[config.mk]
export PLATFORM = sky130hd
export DESIGN_NAME = hds_queue
export DESIGN_NICKNAME = d
export VERILOG_FILES = /design/src/rtl/hds_queue.sv
export SDC_FILE = /design/constraint.sdc
export NUM_CORES = 1
export LEC_CHECK = 0
export BUFFER_PORTS_ARGS = -buffer_cell sky130_fd_sc_hd__buf_2
export CAP_MARGIN = 20
export CELL_PAD_IN_SITES_DETAIL_PLACEMENT = 1
export CELL_PAD_IN_SITES_GLOBAL_PLACEMENT = 2
export CORE_ASPECT_RATIO = 0.7
export CORE_MARGIN = 4
export CORE_UTILIZATION = 35
export DETAILED_ROUTE_END_ITERATION = 6
export GPL_TIMING_DRIVEN = 0
export HOLD_SLACK_MARGIN = 0.15
export PLACE_DENSITY_LB_ADDON = 0.2
export SETUP_SLACK_MARGIN = 0.5
export SLEW_MARGIN = 30
export SYNTH_ARGS = -nofsm -noshare
export SYNTH_HDL_FRONTEND = slang
export SYNTH_SLANG_ARGS = --single-unit
[constraint.sdc]
create_clock -name clk -period 3.7 [get_ports clk]
set_input_delay 0.185 -clock clk [delete_from_list [all_inputs] [get_ports clk]]
set_output_delay 0.185 -clock clk [all_outputs]
set_load 0.02 [all_outputs]
[src/rtl/hds_queue.sv]
module hds_queue #(
  parameter int WIDTH = 8,
  parameter int DEPTH = 4
) (
  input  logic             clk,
  input  logic             rst_n,
  input  logic             push,
  input  logic [WIDTH-1:0] push_data,
  output logic             full,
  input  logic             pop,
  output logic [WIDTH-1:0] pop_data,
  output logic             not_empty
);

  localparam int PW   = (DEPTH > 1) ? $clog2(DEPTH) : 1;
  localparam int CNTW = $clog2(DEPTH + 1);
  localparam logic [PW-1:0] PTR_END = PW'(DEPTH - 1);

  logic [WIDTH-1:0] slot_r [DEPTH];
  logic [PW-1:0]    wr_ptr_r, rd_ptr_r;
  logic [CNTW-1:0]  count_r;

  assign full      = (count_r == CNTW'(DEPTH));
  assign not_empty = (count_r != '0);
  assign pop_data  = slot_r[rd_ptr_r];

  // Store an item
  always_ff @(posedge clk) begin
    if (push) begin
      slot_r[wr_ptr_r] <= push_data;
    end
  end

  // Move pointers and fill level
  always_ff @(posedge clk) begin
    if (!rst_n) begin
      wr_ptr_r <= '0;
      rd_ptr_r <= '0;
      count_r  <= '0;
    end else begin
      if (push) begin
        wr_ptr_r <= (wr_ptr_r == PTR_END) ? '0 : wr_ptr_r + PW'(1);
      end
      if (pop) begin
        rd_ptr_r <= (rd_ptr_r == PTR_END) ? '0 : rd_ptr_r + PW'(1);
      end
      if (push && !pop) begin
        count_r <= count_r + CNTW'(1);
      end else if (pop && !push) begin
        count_r <= count_r - CNTW'(1);
      end
    end
  end

endmodule

Word-level counts from Yosys, hierarchy flattened
Memory sizes are Yosys's and may differ from the RTL's. A register that Yosys moved wholly into a read port is not among the register bits. Index checks and enable logic that the tools add are counted.

Reduce and logical (&&, ||, !) cells: 6. Mux-type cells: 8. Equality and inequality tests: 3. $add $sub $neg: 4.

Operators with widths (count): two-way mux 2 bit (4); two-way mux 3 bit (2); adder 2 x 1 -> 2 bit, second input constant (2); == test 2 bit, second input constant (2); adder 3 x 1 -> 3 bit, second input constant (1); == test 3 bit, second input constant (1); nonzero test 3 bit (1); subtractor 3 x 1 -> 3 bit, second input constant (1); logical AND 1 bit (2); zero test 1 bit (2); two-way mux 1 bit (2); nonzero test 2 bit (1).

Output and inout bits: 10. Register bits: 7. Logic and storage cells: 25. Bits of input ports: 12. RAM bits: 32. Memories: 1.

Memory list: slot_r (words 4, width 8, rd ports 1, clocked after memory_dff 1, wr ports 1, RTL line 19) `logic [WIDTH-1:0] slot_r [DEPTH];`.

Depth between registers and ports, before layout
Gate-level depths: netlist (run 1).

Depth after elaboration: 4. Mapped depth: 7. Mapped depth without buffers: 7.

Least setup slack after synthesis (run 1)
Ideal clock, no wire load.

Path type: input -> register. Start: in pop. End: reg count_r[2]. Cell stages on the path: 7. Slack: 2.252 ns. Required time: 3.630 ns. Data arrival time: 1.378 ns. Library setup time: 0.070 ns. Buffers on the path: 0. Cells stage by stage: inv_1 -> ha_1 -> inv_1 -> fa_1 -> xor2_1 -> or3_1 -> a21boi_1.

Longest elaborated chain between the ends: 3. Elaborated cells on any way between the ends: 5. Classes of those cells: mux (1); reduce/logical (4).

RTL lines: start, declared (RTL line 10) `input logic pop,`; zero test 1 bit (RTL line 47) `if (push && !pop) begin`; logical AND 1 bit (RTL line 47); two-way mux 3 bit or nonzero test 2 bit (tied branches); end signal, assigned (RTL line 48) `count_r <= count_r + CNTW'(1);`; end signal, assigned (RTL line 50) `count_r <= count_r - CNTW'(1);`; end, declared (RTL line 21) `logic [CNTW-1:0] count_r;`.

Parallel ways exist; a longest one is shown, timed or not. A chain may end at the register's enable or synchronous reset.

==> results.md, run 1 <==
* Run status: complete, no violations
* Placed cell count at 162
* Hpwl dp at around 1900 µm
* Initial Utilization at 36.7%
* GRT Overall Usage at 10.6%
* Static Leak at ~0.75 nW
* Cell variety after synth at 20
* Cell Area, Synth at between 1500 and 2000 µm²
* IO Port Bufs at 21
* Top cells by area, synth: edfxtp_1 59%, dfxtp_1 11%, mux4_2 11%
* Comb power frac at 12.2%
* CP Launch Type: flop
* Synthesized area per cell at 18.8 µm²
* Area leader, netlist: edfxtp_1
* Crit path DAT at 1460 ps
* RSZ-0062 raised after global routing: false
* Synth Register Bits at 41
* M2 GR Usage at between 10% and 20%
* CP delay by family, top: multiplexers
* Met1 GRT Util at 12.5%
* Top cell type's share of synthesized area at between 50% and 60%
* H-tree Lvls at 2
* Peak Freq at 607 MHz
* Worst path max stage delay at 510 ps
* Number of fill cells at 429
* Final Cycle Share at 44.5%
* Most frequent cells in the layout: 32 x edfxtp_1, 21 x buf_2, 9 x dfxtp_1, 8 x mux4_2, 8 x dlygate4sd3_1
* CTS clk-pin slew, worst paths at approximately 80 ps
* First-pass GRT wire length at around 4400 µm
* Total core area at 4400 µm²
* Clock skew at around 4.4 ps
* Gr busiest metal: met2
* Clk_lat worst skew at ~280 ps
* CTS tree: built
* Fin nets at 141
* Worst reg2reg startpoint: count_r[0]$_SDFFE_PN0P_
* Die W at 89.2 µm
* R2R cell count at 4
* Die area at 5790 µm²
* R2r setup slk at about 2200 ps
* Switching share of total power at 21.2%
* Grt met3 use at 3.81%
* Avg Vias per Cell at roughly 4.6
* Psw at roughly 0.00023 W
* Post-Syn Instances at 86
* Synthesis-to-layout area growth at 24.0%
* Slew HR at 68.8%
* VDD IR max at 0.000180 V
* Share of cells above drive strength 1 at a little under a third
* Finished Cell Area at ~2000 µm²
* R2R Path End: count_r[2]$_SDFFE_PN0P_
* Final GP Congestion at 0.648
* Final hold violation count at 0
* Sequential Power Share at a little under 50%
* Max Cap Violations at 0
* Routed WL per cell at 15.1 µm
* Initial antenna violation count at 0
* Crit-path cells: buf_6 -> mux4_2 -> buf_2
* Minimum clock period at 1650 ps
* Hold crit path type: in -> reg
* Multi-input logic area at 444 µm²
* DP Area at approximately 1800 µm²
* Worst slack, placed at between 1500 and 2000 ps
* Pins Over Slew Limit at 0
* Clock Power Share at about two fifths
* Mapped Nets at 105
* Pre-Repair DR Iteration Count at 4
* Critical path endpoint: pop_data[7]
* Grt total ovfl at 0
* DRC violations left at 0
* Slew @ Worst Pin at 468 ps
* Final worst slack at about 2000 ps
* Vias in the first global route at 900
* Setup Buffers After CTS at 0
* WS Path Type: reg -> out
* Sum Neg Setup Slack at 0 ps
* Row count at 20
* Crit path depth at 3
* Clk buf depth at 2
* Critical Path RT at 3510 ps
* Internal cell power at 0.000853 W
* Root Buffer: clkbuf_8
* Seq/Total Area, Yosys at 70.6%
* Die Ht at 64.9 µm
* CTS Buf Count at 5
* Maximum number of pins on one net before global-route repair at 14
* Crit path max fanout at 8
* Inserted Diodes at 0
* Final antenna-violating net count at 0
* Worst Path Buf+Inv at 2
* Via Count at slightly above 800
* CP max-delay cell: mux4_2
* Most common cell after layout, fill and taps aside: edfxtp_1
* Count of non-filler cells in the finished layout at 178
* WL final at around 2700 µm
* CTS Sinks at 41
* Final setup violation count at 0
* Syn. warnings at 0
* Setup crit end kind: primary output
* Storage cell area at about 1100 µm²
* Initial drt markers at 31
* Power Density at approximately 540 nW/µm²
* Ports at 22
## what timing repair did
action	4_1_cts	5_1_grt
hold endpoints to repair	32	0
resized for setup	0	0
hold buffers	8	0
## worst min-delay path by stage
stage	depth (start not counted)	slack, ps	from	end
after global placement	1	400	push_data[2]	slot_r[1][2]$_DFFE_PP_
after floorplan	0	280	push_data[0]	slot_r[0][0]$_DFFE_PP_
after global routing	2	210	rst_n	wr_ptr_r[1]$_SDFFE_PN0P_
after CTS	2	210	rst_n	wr_ptr_r[0]$_SDFFE_PN0P_
after detailed placement	1	400	push_data[3]	slot_r[1][3]$_DFFE_PP_
final	2	210	rst_n	count_r[0]$_SDFFE_PN0P_
## cell type report
class | instances | share of cell area (%)
flip-flops and latches | 41 | 56.9
multi-input cells | 39 | 22.2
repair buffers | 29 | 9.24
clock buffers | 5 | 3.43
well taps | 55 | 3.43
clock inverters | 3 | 3.25
plain buffers | 2 | 0.811
inverters | 4 | 0.749
## power groups by stage
stage	combinational [W]	sequential, W	clock, W
after floorplan	0.0000879	0.000544	0
after global placement	0.000125	0.000546	0
after detailed placement	0.000129	0.000549	0
after CTS	0.000136	0.000538	0.000428
after global routing	0.000147	0.000540	0.000452
final	0.000132	0.000538	0.000414
## routing by layer
layer | vias to the layer above | share of wire, %
met2 | 19 | 51
li1 | 397 | -
met4 | 0 | 1.5
met5 | - | 0
met1 | 406 | 42
met3 | 5 | 5.1
## metrics by stage
step           util [%]  power [W]  hold slack [ps]
2_1_floorplan         -   0.000632              284
5_1_grt            45.5    0.00114              209
4_1_cts            45.5    0.00110              211
6_report           45.5    0.00108              215
3_3_place_gp       40.7   0.000671              397
3_5_place_dp       40.7   0.000678              402
## state kept, by name (all words and copies together), names as in the netlist, named ones only
name,cells
count_r,3
rd_ptr_r,2
slot_r,32
wr_ptr_r,2
## cell families (layout without fill, tap and decap cells)
logic type	after synthesis	in the layout	share of synthesized area (%)
DFF	41	41	70.6
and+or+nand+nor	15	15	5.65
muxes	12	12	13.6
adders and majority gates	7	7	5.88
buffers and inverters	6	43	1.93
AOI/OAI and AO/OA	3	3	1.24
xor gates and xnor gates	2	2	1.08
## cell usage after synthesis, drive strengths merged
| cell type | number |
|---|---|
| edfxtp | 32 |
| dfxtp | 9 |
| mux4 | 8 |
| ha | 6 |
| and2 | 5 |
| nor2b | 5 |
| inv | 4 |
| mux2i | 4 |
| or3 | 2 |
| a21boi | 1 |
| buf | 1 |
| clkbuf | 1 |
| fa | 1 |
| nor2 | 1 |
| nor3 | 1 |
| nor3b | 1 |
| o21a | 1 |
| o21ai | 1 |
| xnor2 | 1 |
| xor2 | 1 |
(Power assumes the default switching activity.)
==> inputs of run 2 (changes only) <==
==> constraint.sdc (replaced) <==
create_clock -name clk -period 1.6 [get_ports clk]
set_input_delay 0.08 -clock clk [delete_from_list [all_inputs] [get_ports clk]]
set_output_delay 0.08 -clock clk [all_outputs]
set_load 0.02 [all_outputs]
==> run 2 against run 1 <==
  * Clock power is 54% higher
  * Critical path depth stayed put
  * Worst hold slack worse by 20 ps
  * Sequential share of layout area is 3.1 points lower
  * Register-to-register slack worse by 2000 ps
  * Global-route usage is 0.82 points higher
  * Highest routed layer unchanged
  * Worst setup slack worse by 2000 ps
  * Sequential power is 130% higher
  * First-iteration DRC count is 55% lower
==> results.md, run 2 (synthesized netlist as in run 1, its figures left out) <==
* Inserted Diodes at 0
* Static Leak at 0.782 nW
* Vias in the first global route at 945
* Minimum clock period at 1530 ps
* Most common cell after layout, fill and taps aside: edfxtp_1
* Avg Vias per Cell at 4.74
* Finished Cell Area at 2150 µm²
* R2R cell count at 4
* IO Port Bufs at 21
* First-pass GRT wire length at 4640 µm
* Crit path DAT at ~1500 ps
* Setup crit end kind: primary output
* Row count at 20
* Crit path max fanout at 8
* Worst path max stage delay at approximately 530 ps
* R2R Path End: count_r[2]$_SDFFE_PN0P_
* Ports at 22
* Max reg flops at 32
* H-tree Lvls at 2
* Final GP Congestion at 0.652
* Synthesis-to-layout area growth at 33.2%
* Initial antenna violation count at 0
* Worst reg2reg startpoint: count_r[1]$_SDFFE_PN0P_
* Final setup violation count at 0
* Maximum number of pins on one net before global-route repair at 14
* CP max-delay cell: mux4_2
* Critical path endpoint: pop_data[0]
* Via Count at 867
* Run status: complete, no violations
* CP Launch Type: flop
* CTS clk-pin slew, worst paths at 80 ps
* Final Cycle Share at between 90 and 100%
* Crit path depth at 3
* Slew HR at a little over four fifths
* Total power at roughly 0.0023 W
* Share of cells above drive strength 1 at 48.4%
* GRT Overall Usage at 11.5%
* Power Density at around 1100 nW/µm²
* CTS Buf Count at 5
* Biggest register: slot_r
* Most frequent cells in the layout: 32 x edfxtp_1, 11 x buf_2, 10 x buf_6, 9 x dlygate4sd3_1, 8 x mux4_2
* RSZ-0062 raised after global routing: true
* R2r setup slk at 210 ps
* Total core area at 4400 µm²
* Slew @ Worst Pin at 242 ps
* Critical Path RT at 1520 ps
* Hold crit path type: in -> reg
* CTS Sinks at 41
* VDD IR max at 0.000420 V
* Final hold violation count at 0
* Sum Neg Setup Slack at 0 ps
* Max Cap Violations at 0
* Root Buffer: clkbuf_8
* Initial drt markers at 14
* Crit-path cells: buf_12 -> mux4_2 -> buf_6
* Initial Utilization at 36.7%
* Clock skew at between 4 and 5 ps
* CTS tree: built
* Routed WL per cell at between 15 and 20 µm
* DP Area at 1820 µm²
* Pre-Repair DR Iteration Count at 4
* Grt total ovfl at 0
* Clk buf depth at 2
* Worst Path Buf+Inv at 2
* DRC violations left at 0
* Die Ht at 64.9 µm
* Peak Freq at 654 MHz
* WL final at 2950 µm
* Pins Over Slew Limit at 0
* Clk_lat worst skew at 290 ps
* Min Hold Slack at 194 ps
* Die area at around 5800 µm²
* Fin nets at 146
* Final antenna-violating net count at 0
* Placed cell count at 162
* Hpwl dp at 2030 µm
* Count of non-filler cells in the finished layout at 183
* WS Path Type: reg -> out
* Die W at 89.2 µm
* CP delay by family, top: multiplexers
* Top Registers: slot_r: 32 flops, count_r: 3 flops
==> run 2: metrics by stage <==
stage / setup WS (ps) / util (%)
final: 71.9 / 48.9
after global routing: 1.21 / 48.9
after CTS: 48.8 / 47.6
after detailed placement: 75.9 / 41.3
after global placement: 124 / 41.3
after floorplan: 308 / -
==> run 2: worst min path at each step <==
stage | end | from | cells after the start | slack, ps
2_1_floorplan | slot_r[0][0]$_DFFE_PP_ | push_data[0] | 0 | 180
3_3_place_gp | slot_r[3][1]$_DFFE_PP_ | push_data[1] | 1 | 290
3_5_place_dp | slot_r[3][3]$_DFFE_PP_ | push_data[3] | 1 | 300
4_1_cts | flop | pop | 3 | 180
5_1_grt | flop | pop | 3 | 200
6_report | flop | pop | 3 | 190
==> run 2: final cells by class <==
| type | count | area (µm²) |
|---|---|---|
| Clock inverter | 3 | 17.5 |
| Inverter | 4 | 22.5 |
| Fill cell | 423 | 2250 |
| Multi-Input combinational cell | 39 | 504 |
| Sequential cell | 41 | 1160 |
| Buffer | 2 | 25.0 |
| Timing Repair Buffer | 34 | 288 |
| Clock buffer | 5 | 68.8 |
| Tap cell | 55 | 68.8 |
==> run 2: where the power goes <==
group	leakage [nW]	switching, W	internal [W]	total, W
clock network	0.0455	0.000335	0.000301	0.000636
logic	0.365	0.000191	0.000237	0.000428
registers	0.371	0.0000382	0.00122	0.00125
==> run 2: metal layers <==
metal  vias to the layer above  wire length, µm  GRT usage [%]
li1                        407                -              -
met2                        19             1540           19.5
met3                         8              131           3.81
met4                         0               48           4.46
met1                       433             1230           13.2
met5                         -                0              0
==> run 2: worst reg2reg max path, cell delays in order, from the launching register on <==
cell      delay, ps
dfxtp_4         360
fa_2            360
xor2_1          170
or3_1           310
a21boi_1        120
==> run 2: what timing repair did <==
item	in CTS	in global routing
endpoints found under the hold margin	41	0
endpoints found under the setup margin	44	29
pin swaps	2	0
hold buffers	9	0
resized for setup	31	11
buffers inserted	2	2
